## src/plic_pkg.sv

```systemverilog
// Shared widths, request and register codes for the interrupt controller.
package plic_pkg;

  localparam int unsigned SRC_W           = 32;
  localparam int unsigned ID_W            = 5;
  localparam int unsigned PRIO_W          = 3;
  localparam int unsigned REQ_W           = 2;
  localparam int unsigned CFG_IDX_W       = 1;
  localparam int unsigned CFG_DATA_W      = 32;
  localparam int unsigned NUM_SOURCES_DEF = 32;

  typedef logic [REQ_W-1:0]     req_t;
  typedef logic [ID_W-1:0]      id_t;
  typedef logic [PRIO_W-1:0]    prio_t;
  typedef logic [SRC_W-1:0]     src_vec_t;
  typedef logic [CFG_IDX_W-1:0] cfg_idx_t;

  localparam req_t REQ_LINE     = 2'd0;
  localparam req_t REQ_CLAIM    = 2'd1;
  localparam req_t REQ_COMPLETE = 2'd2;
  localparam req_t REQ_PRIO     = 2'd3;

  localparam cfg_idx_t CFG_ENABLE = 1'b0;
  localparam cfg_idx_t CFG_THRESH = 1'b1;

endpackage

```

## src/plic_if.sv

```systemverilog
// Request and response channel interfaces of the interrupt controller.
interface plic_req_if import plic_pkg::*; ();
  logic     valid;
  logic     ready;
  req_t     req_type;
  src_vec_t irq_lines;
  id_t      source_id;
  prio_t    priority_value;

  modport source (output valid, req_type, irq_lines, source_id, priority_value,
                  input ready);
  modport sink (input valid, req_type, irq_lines, source_id, priority_value,
                output ready);
endinterface

interface plic_rsp_if import plic_pkg::*; ();
  logic valid;
  logic ready;
  id_t  claimed_id;
  logic interrupt_request;

  modport source (output valid, claimed_id, interrupt_request, input ready);
  modport sink (input valid, claimed_id, interrupt_request, output ready);
endinterface

```

## src/platform_interrupt_controller.sv

```systemverilog
// Top level: single-target platform interrupt controller.
// An accepted request passes the input register and then the result register before its result is offered.
// Throughput: one transaction per cycle unless the result is stalled; a stalled result register holds one
// result and the input register one more transaction before ready drops.
// Reset (rst_n, synchronous, active low) clears pending, in-service, priorities,
// enable mask, threshold and both valid flags.
module platform_interrupt_controller import plic_pkg::*; #(
  parameter int unsigned NUM_SOURCES = NUM_SOURCES_DEF
) (
  input  logic                  clk,
  input  logic                  rst_n,
  input  logic                  cfg_we,
  input  cfg_idx_t              cfg_index,
  input  logic [CFG_DATA_W-1:0] cfg_wdata,
  plic_req_if.sink              in_req,
  plic_rsp_if.source            out_rsp
);

  // Sources beyond the line vector never exist; ID 0 is reserved for "none".
  localparam int unsigned NSRC = (NUM_SOURCES < SRC_W) ? NUM_SOURCES : SRC_W;
  localparam src_vec_t EXISTS = src_vec_t'((64'd1 << NSRC) - 64'd1) & ~src_vec_t'(1);
  localparam int unsigned LVL = $clog2(SRC_W);

  // Configuration registers
  src_vec_t enable_r;
  prio_t    thresh_r;

  // Interrupt state
  prio_t    prio_r [NSRC];
  prio_t    prio_nxt [NSRC];
  src_vec_t pending_r, pending_nxt;
  src_vec_t in_service_r, in_service_nxt;

  // Input register
  logic     s1_valid_r, s1_valid_nxt;
  req_t     s1_req_r;
  src_vec_t s1_lines_r;
  id_t      s1_id_r;
  prio_t    s1_prio_r;

  // Result register
  logic     out_valid_r, out_valid_nxt;
  id_t      out_id_r, out_id_nxt;
  logic     out_irq_r, out_irq_nxt;

  logic     in_fire;
  logic     advance;
  src_vec_t id_bit;

  // Selection tree signals
  prio_t    leaf_prio [SRC_W];
  prio_t    after_prio [SRC_W];
  src_vec_t cand;
  src_vec_t after_gt;
  logic     lv_vld  [LVL+1][SRC_W];
  id_t      lv_id   [LVL+1][SRC_W];
  prio_t    lv_prio [LVL+1][SRC_W];
  logic     best_vld;
  id_t      best_id;
  logic [NSRC-1:0] prio_we;

  // Handshake: the input register moves on whenever the result register
  // is empty or being drained this cycle.
  assign advance       = s1_valid_r && (!out_valid_r || out_rsp.ready);
  assign in_req.ready  = !s1_valid_r || advance;
  assign in_fire       = in_req.valid && in_req.ready;

  assign out_rsp.valid             = out_valid_r;
  assign out_rsp.claimed_id        = out_id_r;
  assign out_rsp.interrupt_request = out_irq_r;

  assign id_bit = src_vec_t'(1) << s1_id_r;

  // Per-source priority view, with priority write decode and the
  // priority that stands after this transaction.
  for (genvar g = 0; g < SRC_W; g++) begin : g_src
    if (g < NSRC) begin : g_real
      assign leaf_prio[g]  = prio_r[g];
      assign prio_we[g]    = advance && (s1_req_r == REQ_PRIO) &&
                             (s1_id_r == ID_W'(g)) && EXISTS[g];
      assign prio_nxt[g]   = prio_we[g] ? s1_prio_r : prio_r[g];
      assign after_prio[g] = prio_nxt[g];
    end else begin : g_none
      assign leaf_prio[g]  = '0;
      assign after_prio[g] = '0;
    end
    assign after_gt[g] = after_prio[g] > thresh_r;
  end

  // Candidates: pending, enabled and existing; the threshold test is applied at the tree leaves.
  assign cand = pending_r & enable_r & EXISTS;

  // Tournament over all sources: the left (lower ID) side keeps ties.
  always_comb begin
    for (int l = 0; l <= LVL; l++) begin
      for (int k = 0; k < SRC_W; k++) begin
        lv_vld[l][k]  = 1'b0;
        lv_id[l][k]   = '0;
        lv_prio[l][k] = '0;
      end
    end
    for (int k = 0; k < SRC_W; k++) begin
      lv_vld[0][k]  = cand[k] && (leaf_prio[k] > thresh_r);
      lv_id[0][k]   = ID_W'(k);
      lv_prio[0][k] = leaf_prio[k];
    end
    for (int l = 0; l < LVL; l++) begin
      for (int k = 0; k < (SRC_W >> (l + 1)); k++) begin
        if (lv_vld[l][2*k] &&
            (!lv_vld[l][2*k+1] || lv_prio[l][2*k] >= lv_prio[l][2*k+1])) begin
          lv_vld[l+1][k]  = 1'b1;
          lv_id[l+1][k]   = lv_id[l][2*k];
          lv_prio[l+1][k] = lv_prio[l][2*k];
        end else begin
          lv_vld[l+1][k]  = lv_vld[l][2*k+1];
          lv_id[l+1][k]   = lv_id[l][2*k+1];
          lv_prio[l+1][k] = lv_prio[l][2*k+1];
        end
      end
    end
  end

  assign best_vld = lv_vld[LVL][0];
  assign best_id  = lv_id[LVL][0];

  // Apply the held transaction to the pending and in-service vectors.
  always_comb begin
    pending_nxt    = pending_r;
    in_service_nxt = in_service_r;
    out_id_nxt     = '0;
    if (advance) begin
      unique case (s1_req_r)
        REQ_LINE: begin
          pending_nxt = pending_r | (s1_lines_r & ~in_service_r & EXISTS);
        end
        REQ_CLAIM: begin
          if (best_vld) begin
            out_id_nxt     = best_id;
            pending_nxt    = pending_r & ~(src_vec_t'(1) << best_id);
            in_service_nxt = in_service_r | (src_vec_t'(1) << best_id);
          end
        end
        REQ_COMPLETE: begin
          // Complete only counts for an existing, enabled source.
          if ((EXISTS & enable_r & id_bit) != '0) begin
            in_service_nxt = in_service_r & ~id_bit;
          end
        end
        default: begin
          // Priority write: handled by the per-source decode.
        end
      endcase
    end
  end

  // Request line reflects the state after this transaction.
  assign out_irq_nxt = |(pending_nxt & enable_r & EXISTS & after_gt);

  always_comb begin
    if (in_fire) begin
      s1_valid_nxt = 1'b1;
    end else if (advance) begin
      s1_valid_nxt = 1'b0;
    end else begin
      s1_valid_nxt = s1_valid_r;
    end
    if (advance) begin
      out_valid_nxt = 1'b1;
    end else if (out_valid_r && out_rsp.ready) begin
      out_valid_nxt = 1'b0;
    end else begin
      out_valid_nxt = out_valid_r;
    end
  end

  // Control and state registers
  always_ff @(posedge clk) begin
    if (!rst_n) begin
      enable_r     <= '0;
      thresh_r     <= '0;
      pending_r    <= '0;
      in_service_r <= '0;
      s1_valid_r   <= 1'b0;
      out_valid_r  <= 1'b0;
      for (int i = 0; i < NSRC; i++) begin
        prio_r[i] <= '0;
      end
    end else begin
      if (cfg_we) begin
        unique case (cfg_index)
          CFG_ENABLE: enable_r <= cfg_wdata;
          CFG_THRESH: thresh_r <= cfg_wdata[PRIO_W-1:0];
          default:    enable_r <= enable_r;
        endcase
      end
      pending_r    <= pending_nxt;
      in_service_r <= in_service_nxt;
      s1_valid_r   <= s1_valid_nxt;
      out_valid_r  <= out_valid_nxt;
      for (int i = 0; i < NSRC; i++) begin
        prio_r[i] <= prio_nxt[i];
      end
    end
  end

  // Payload registers: input on acceptance, result on advance; hold otherwise.
  always_ff @(posedge clk) begin
    if (in_fire) begin
      s1_req_r   <= in_req.req_type;
      s1_lines_r <= in_req.irq_lines;
      s1_id_r    <= in_req.source_id;
      s1_prio_r  <= in_req.priority_value;
    end
    if (advance) begin
      out_id_r  <= out_id_nxt;
      out_irq_r <= out_irq_nxt;
    end
  end

endmodule

```

## src/flat_wrapper.sv

```systemverilog
// flat-port wrapper written by rule: the top's interface ports become plain ports
module platform_interrupt_controller_flat import plic_pkg::*;
#(
  parameter int unsigned NUM_SOURCES = NUM_SOURCES_DEF
)
  (clk, rst_n, cfg_we, cfg_index, cfg_wdata, in_req_valid, in_req_req_type, in_req_irq_lines, in_req_source_id, in_req_priority_value, in_req_ready, out_rsp_valid, out_rsp_claimed_id, out_rsp_interrupt_request, out_rsp_ready);
  plic_req_if in_req_i ();
  plic_rsp_if out_rsp_i ();
  input  logic clk;
  input  logic rst_n;
  input  logic cfg_we;
  input  cfg_idx_t cfg_index;
  input  logic [CFG_DATA_W-1:0] cfg_wdata;
  input wire logic [$bits(in_req_i.valid)-1:0] in_req_valid;
  input wire logic [$bits(in_req_i.req_type)-1:0] in_req_req_type;
  input wire logic [$bits(in_req_i.irq_lines)-1:0] in_req_irq_lines;
  input wire logic [$bits(in_req_i.source_id)-1:0] in_req_source_id;
  input wire logic [$bits(in_req_i.priority_value)-1:0] in_req_priority_value;
  output wire logic [$bits(in_req_i.ready)-1:0] in_req_ready;
  output wire logic [$bits(out_rsp_i.valid)-1:0] out_rsp_valid;
  output wire logic [$bits(out_rsp_i.claimed_id)-1:0] out_rsp_claimed_id;
  output wire logic [$bits(out_rsp_i.interrupt_request)-1:0] out_rsp_interrupt_request;
  input wire logic [$bits(out_rsp_i.ready)-1:0] out_rsp_ready;
  assign in_req_i.valid = in_req_valid;
  assign in_req_i.req_type = in_req_req_type;
  assign in_req_i.irq_lines = in_req_irq_lines;
  assign in_req_i.source_id = in_req_source_id;
  assign in_req_i.priority_value = in_req_priority_value;
  assign in_req_ready = in_req_i.ready;
  assign out_rsp_valid = out_rsp_i.valid;
  assign out_rsp_claimed_id = out_rsp_i.claimed_id;
  assign out_rsp_interrupt_request = out_rsp_i.interrupt_request;
  assign out_rsp_i.ready = out_rsp_ready;
  platform_interrupt_controller #(.NUM_SOURCES(NUM_SOURCES)) u_core (.clk(clk), .rst_n(rst_n), .cfg_we(cfg_we), .cfg_index(cfg_index), .cfg_wdata(cfg_wdata), .in_req(in_req_i), .out_rsp(out_rsp_i));
endmodule
```

## config.mk

```make
export PLATFORM = sky130hd
export DESIGN_NAME = platform_interrupt_controller_flat
export DESIGN_NICKNAME = d
export VERILOG_FILES = /design/src/plic_pkg.sv /design/src/plic_if.sv /design/src/platform_interrupt_controller.sv /design/src/flat_wrapper.sv
export SDC_FILE = /design/constraint.sdc
export NUM_CORES = 1
export LEC_CHECK = 0
export BUFFER_PORTS_ARGS = -buffer_cell sky130_fd_sc_hd__buf_4
export CAP_MARGIN = 0
export CORE_UTILIZATION = 60
export DETAILED_ROUTE_END_ITERATION = 7
export GPL_ROUTABILITY_DRIVEN = 0
export GPL_TIMING_DRIVEN = 0
export PLACE_DENSITY = 0.77
export SLEW_MARGIN = 30
export SYNTH_ARGS = -nofsm -noshare
export SYNTH_HDL_FRONTEND = slang
export SYNTH_SLANG_ARGS = --single-unit
```

## constraint.sdc

```tcl
create_clock -name clk -period 25.8 [get_ports clk]
set_input_delay 2.58 -clock clk [delete_from_list [all_inputs] [get_ports clk]]
set_output_delay 2.58 -clock clk [all_outputs]
set_load 0.05 [all_outputs]
```

==> flow_summary_export.csv, run 1 <==
group,metric,value,unit
outcome,status,"complete, but fails checks",
outcome,violations,"design-rule violations",
cells_and_area,drive_above_1_share,11.4,%
timing,setup_tns,0,ps
timing,fmax,84.0,MHz
global_routing,grt.total_usage,40.5,%
critical_path,cp-start-kind,"flop",
timing,tightestPinTransition,1130,ps
cts,numClockSinks,238,
critical_path,cp_slowest_cell,"nor3_2",
cells_and_area,areaGrowthSynthToFinish,12.3,%
critical_path,cp_max_fo,34,
timing,layout_min_cycle_time,11910,ps
cts,cts_tree,"done",
global_routing,grt_max_degree,42,
floorplan,io_pins,88,
global_routing,grt-ovfl-total,0,
pwr,p_leak,7.86,nW
detailed_routing,first_pass_iters,8,
pwr,p_per_area,45.1,nW/µm²
timing,rsz0062_at_grt,"no",
critical_path,crit_arrival,12150,ps
floorplan,core,28900,µm²
pwr,ir_worst_vdd,0.0000522,V
critical_path,cp.buffers_inverters,4,
cells_and_area,final_cells,2641,
cts,post-cts-setup-buffers,0,
logic_synthesis,yosysUniqueCellTypes,88,
detailed_routing,vias_per_cell,6.58,
detailed_routing,wirelength,61800,µm
critical_path,cp-end-kind,"flop",
logic_synthesis,synth_seq_area_share,29.4,%
critical_path,critPathTopFamily,"compound AO/OA/AOI/OAI gates",
critical_path,worstPathRequired,26040,ps
timing,finClkSkew,16.0,ps
logic_synthesis,synth_compound_area_share,19.2,%
floorplan,die_area,30400,µm²
floorplan,rows,62,
logic_synthesis,synthCells,2113,
cts,cts_resized,0,
logic_synthesis,synth_flop_cell,"dfxtp_1",
critical_path,cp_slowest_stage_delay,840,ps
logic_synthesis,synth.cell_area,17800,µm²
timing,period_share,46.2,%
cts,insertion_delay,570,ps
global_routing,grt_first_pass_wirelength,94200,µm
timing,hold_violations,0,
cells_and_area,fin_nets,2594,
timing,finalSetupViolations,0,
floorplan,start_util,61.6,%
critical_path,critical_path_class,"flop to flop",
cells_and_area,fill_cells,2335,
logic_synthesis,yosys_warnings,0,
timing,drv_slew,0,
logic_synthesis,synthMuxAreaShare,5.78,%
placement,dp.cells,2588,
detailed_routing,drtIter0Drc,2403,
logic_synthesis,synth-edff-count,47,
logic_synthesis,syn_area_per_cell,8.44,µm²
logic_synthesis,synth.net_count,2473,
floorplan,die-width,174,µm
detailed_routing,wire_per_inst,23.4,µm
logic_synthesis,synthSimpleGateAreaFrac,21.9,%
detailed_routing,route.detailed.drc,2,
cts,ctsHoldBuffers,0,
cts,numCtsBuffers,28,
logic_synthesis,synthAdderAreaFrac,19.6,%
job,max_cap_viol_count,0,
detailed_routing,ant_nets,0,
logic_synthesis,synth_top_family_by_area,"simple AND/OR/NAND/NOR gates",
placement,io_buffers,86,
placement,hpwl,45300,µm
hold_path,min_path_type,"flop to flop",
cts,clock_tree.root_cell,"clkbuf_16",
floorplan,die_h,174,µm
cts,clockBufferDepth,3,
logic_synthesis,async_reset_ff_share,0,%
global_routing,first_global_vias,16600,
cts,htreeDepth,1,
global_routing,antenna_found_initial,2,
logic_synthesis,synth_xor_area_share,0,%
cts,clk_pin_slew,60,ps
detailed_routing,vias,17400,
logic_synthesis,synth-seq-cells,238,
timing,slew_headroom,24.5,%
path summary, 6_finish.rpt:
kind,from,to,slack [ps],cells past startpoint
worst max-delay path,u_core.thresh_r[1],u_core.out_rsp.interrupt_request,13890,41
worst min-delay path,u_core.pending_r[11],u_core.pending_r[11],480,2
worst max register to register,u_core.thresh_r[1],u_core.out_rsp.interrupt_request,13890,41
worst min register to register,u_core.pending_r[11],u_core.pending_r[11],480,2
power by group:
| group | leakage (nW) | switching (W) | internal [W] | total, W |
|---|---|---|---|---|
| registers | 2.00 | 0.0000107 | 0.000388 | 0.000399 |
| logic | 5.40 | 0.0000622 | 0.0000345 | 0.0000967 |
| clock network | 0.459 | 0.000169 | 0.000239 | 0.000408 |
Yosys cell counts, types with 9 or more instances:
| cell | number | area share, % |
|---|---|---|
| clkbuf_1 | 63 | 1.3 |
| a21o_1 | 31 | 1.3 |
| nor3b_1 | 18 | 0.76 |
| ha_1 | 280 | 20 |
| o311ai_1 | 9 | 0.44 |
| a21oi_1 | 155 | 4.3 |
| and2_1 | 77 | 2.7 |
| a211oi_1 | 25 | 1.1 |
| inv_1 | 118 | 2.5 |
| o211ai_1 | 9 | 0.38 |
| o2111ai_1 | 16 | 0.79 |
| nor2b_1 | 54 | 1.9 |
| nand3_1 | 87 | 2.4 |
| o21a_1 | 22 | 0.93 |
| nand4_1 | 13 | 0.46 |
| mux2i_1 | 58 | 3.3 |
| and3_1 | 13 | 0.46 |
| nand2_1 | 240 | 5.1 |
| a31oi_1 | 23 | 0.81 |
| nor3_1 | 18 | 0.51 |
| edfxtp_1 | 47 | 7.9 |
| nor2_1 | 167 | 3.5 |
| mux2_2 | 40 | 2.5 |
| o21ai_0 | 128 | 3.6 |
| nand2b_1 | 50 | 1.8 |
| dfxtp_1 | 191 | 21 |
worst reg2reg max path: cells and delay by family, from the launching register on:
family,cells,cell delay (ps)
AOI/OAI and AO/OA,18,4930
and+or+nand+nor,12,3170
adders and majority gates,5,1520
buffers and inverters,4,870
muxes,2,760
DFF,1,330
metal layers:
| layer | wire length (µm) | GRT usage [%] | vias up |
|---|---|---|---|
| li1 | - | - | 7877 |
| met1 | 23600 | 50.8 | 8038 |
| met2 | 26000 | 61.5 | 1116 |
| met3 | 7390 | 9.89 | 332 |
| met4 | 4840 | 26.9 | 4 |
| met5 | 81 | 1.76 | - |
final cells by class:
| cell class | count | area, µm² | area share, % |
|---|---|---|---|
| Sequential cell | 238 | 5240 | 26.1 |
| Tap cell | 384 | 480 | 2.40 |
| Antenna cell | 1 | 2.50 | 0.0125 |
| Buffer | 73 | 300 | 1.50 |
| Inverter | 119 | 452 | 2.25 |
| Clock inverter | 14 | 124 | 0.618 |
| Multi-Input combinational cell | 1683 | 11900 | 59.4 |
| Timing Repair Buffer | 91 | 721 | 3.60 |
| Clock buffer | 38 | 811 | 4.05 |
state kept, by name, indices dropped and copies added (netlist names):
register                          flops
u_core.thresh_r                       3
u_core.s1_id_r                        5
u_core.s1_lines_r                    31
u_core.s1_req_r                       2
u_core.s1_valid_r                     1
u_core.in_service_r                  31
u_core.s1_prio_r                      3
u_core.out_rsp.interrupt_request      1
u_core.prio_r                        93
u_core.out_rsp.valid                  1
u_core.out_rsp.claimed_id             5
u_core.enable_r                      31
u_core.pending_r                     31
through the flow:
step | hold slack (ps) | cell area, µm² | util [%] | total power, W | setup slack (ps)
2_1_floorplan | 436 | 17800 | - | 0.000455 | 15920
3_3_place_gp | 443 | 19000 | 65.5 | 0.000493 | 12670
3_5_place_dp | 469 | 19100 | 65.9 | 0.000498 | 14550
4_1_cts | 477 | 20000 | 69.2 | 0.000897 | 14500
5_1_grt | 503 | 20000 | 69.2 | 0.000924 | 13500
6_report | 479 | 20000 | 69.2 | 0.000903 | 13890
placed cells by master, fill, tap and decap left out, drive strengths merged, types with 9 or more instances in the layout:
cell,n
a211oi,26
a21o,31
a21oi,156
a31oi,23
and2,77
and3,13
buf,101
clkbuf,101
dfxtp,191
edfxtp,47
ha,280
inv,121
mux2,40
mux2i,58
nand2,241
nand2b,50
nand3,87
nand4,14
nor2,169
nor2b,55
nor3,22
nor3b,18
o2111ai,16
o211ai,9
o21a,22
o21ai,136
o311ai,17
logic make-up after synthesis:
logic type	count (synthesis)
AO/OA/AOI/OAI	517
adder cells (fa/ha/maj)	280
buffers and inverters	192
flip-flops	238
multiplexers	98
AND/OR/NAND/NOR	788
Note: power is estimated with default switching activity, not from simulation.
==> run 2: changes to the inputs <==
==> constraint.sdc (replaced) <==
create_clock -name clk -period 11.07 [get_ports clk]
set_input_delay 1.107 -clock clk [delete_from_list [all_inputs] [get_ports clk]]
set_output_delay 1.107 -clock clk [all_outputs]
set_load 0.05 [all_outputs]
==> flow_summary_export.csv, run 2 (synthesis gave the netlist of run 1 again) <==
group,metric,value,unit
floorplan,core,28900,µm²
pwr,p_per_area,104,nW/µm²
detailed_routing,wire_per_inst,23.6,µm
timing,tightestPinTransition,1160,ps
detailed_routing,drtIter0Drc,2392,
floorplan,die_area,30400,µm²
detailed_routing,route.detailed.drc,47,
cells_and_area,fin_nets,2597,
cells_and_area,largest_reg_flops,93,
pwr,p_leak,7.89,nW
critical_path,worstPathRequired,11310,ps
pwr,p_int,0.00154,W
floorplan,start_util,61.6,%
critical_path,cp_slowest_cell,"nor3_4",
timing,period_share,96.8,%
placement,pre_cts_slack,-176,ps
global_routing,grt.total_usage,40.6,%
pwr,p_sw_share,26.9,%
timing,layout_min_cycle_time,10720,ps
hold_path,min_path_type,"flop to flop",
outcome,status,"complete, but fails checks",
detailed_routing,vias_per_cell,6.61,
cells_and_area,layout_commonest_cell,"ha_1",
cts,clockBufferDepth,3,
detailed_routing,first_pass_iters,8,
cts,insertion_delay,560,ps
critical_path,cp_slowest_stage_delay,560,ps
global_routing,antenna_found_initial,1,
cts,ctsHoldBuffers,0,
global_routing,first_global_vias,16600,
critical_path,cp_max_fo,34,
timing,finClkSkew,13.7,ps
timing,fmax,93.3,MHz
cts,htreeDepth,1,
floorplan,rows,62,
floorplan,die_h,174,µm
critical_path,cp-start-kind,"flop",
detailed_routing,wirelength,62500,µm
cts,cts_tree,"done",
floorplan,die-width,174,µm
cells_and_area,top_register,"u_core.prio_r",
cells_and_area,final_cell_mix,"ha_1 (280), nand2_1 (239), dfxtp_1 (190), nor2_1 (167), a21oi_1 (152)",
cells_and_area,fill_cells,2300,
critical_path,critical_path_class,"flop to flop",
cts,clk_pin_slew,60,ps
pwr,combPwrFrac,10.8,%
detailed_routing,vias,17500,
cts,clock_tree.root_cell,"clkbuf_16",
floorplan,io_pins,88,
timing,setup_tns,0,ps
cells_and_area,fin_util,69.9,%
global_routing,grt-ovfl-total,0,
placement,hpwl,45300,µm
global_routing,grt_max_degree,42,
timing,setup_ws,353,ps
global_routing,grt_first_pass_wirelength,94400,µm
pwr,clockPowerShare,45.2,%
pwr,seqPwrFrac,44.0,%
critical_path,cp_common_cell,"a21oi_1",
cells_and_area,areaGrowthSynthToFinish,13.3,%
cells_and_area,drive_above_1_share,12.1,%
cts,numClockSinks,238,
pwr,ir_worst_vdd,0.000122,V
timing,finalSetupViolations,0,
outcome,violations,"design-rule violations",
placement,io_buffers,86,
critical_path,crit_arrival,10960,ps
timing,hold_violations,0,
pwr,p_total,0.00211,W
job,max_cap_viol_count,0,
detailed_routing,ant_nets,0,
cts,numCtsBuffers,28,
pwr,p_sw,0.000567,W
critical_path,cp-end-kind,"flop",
timing,drv_slew,0,
timing,slew_headroom,22.9,%
## run 2: repair_timing
item | in CTS | in global routing
pin swaps | 0 | 1
endpoints found under the setup margin | 1 | 32
cloned | 0 | 0
buffers inserted | 0 | 4
resized for setup | 3 | 23
## run 2: stage by stage
step                area [µm²]  hold WS (ps)  std cells
floorplan                17800           436       2113
global placement         19000           443       2583
detailed placement       19100           469       2588
CTS                      20000           477       2640
global route             20200           503       2643
finish                   20200           479       2645
## run 2: final timing paths
kind | depth (start not counted) | slack, ps | start | to
max reg2reg | 42 | 350 | u_core.thresh_r[1] | u_core.out_rsp.interrupt_request
min | 2 | 480 | u_core.in_service_r[24] | u_core.in_service_r[24]
min reg2reg | 2 | 480 | u_core.in_service_r[24] | u_core.in_service_r[24]
max | 42 | 350 | u_core.thresh_r[1] | u_core.out_rsp.interrupt_request
## run 2: area by class of cell
cell class	count	area (µm²)	area share [%]
Tap cell	384	480	2.38
Buffer	72	297	1.47
Clock buffer	38	811	4.01
Multi-Input combinational cell	1683	12000	59.5
Sequential cell	238	5240	25.9
Inverter	119	464	2.30
Antenna cell	2	5.00	0.0248
Timing Repair Buffer	95	763	3.78
Clock inverter	14	124	0.613
## run 2: power groups by stage
stage	sequential, W	combinational (W)	clock (W)
after floorplan	0.000938	0.000123	0
after global placement	0.000948	0.000201	0
after detailed placement	0.000946	0.000216	0
after CTS	0.000927	0.000217	0.000946
final	0.000929	0.000229	0.000953
after global routing	0.000928	0.000246	0.000982
## run 2: worst max-delay path: cells and delay by family (launching register included)
family          cells  cell delay (ps)
compound gates     18             4510
fa+ha+maj           5             1450
buf+inv             4              920
flops               1              350
mux                 1              390
simple gates       14             2710
## run 2: layer usage
layer | vias up | routed length, µm | GRT usage [%]
met3 | 351 | 7680 | 10.5
met1 | 8090 | 23700 | 51.0
met2 | 1137 | 26300 | 61.9
met5 | - | 0 | 0
met4 | 0 | 4900 | 25.4
li1 | 7898 | - | -
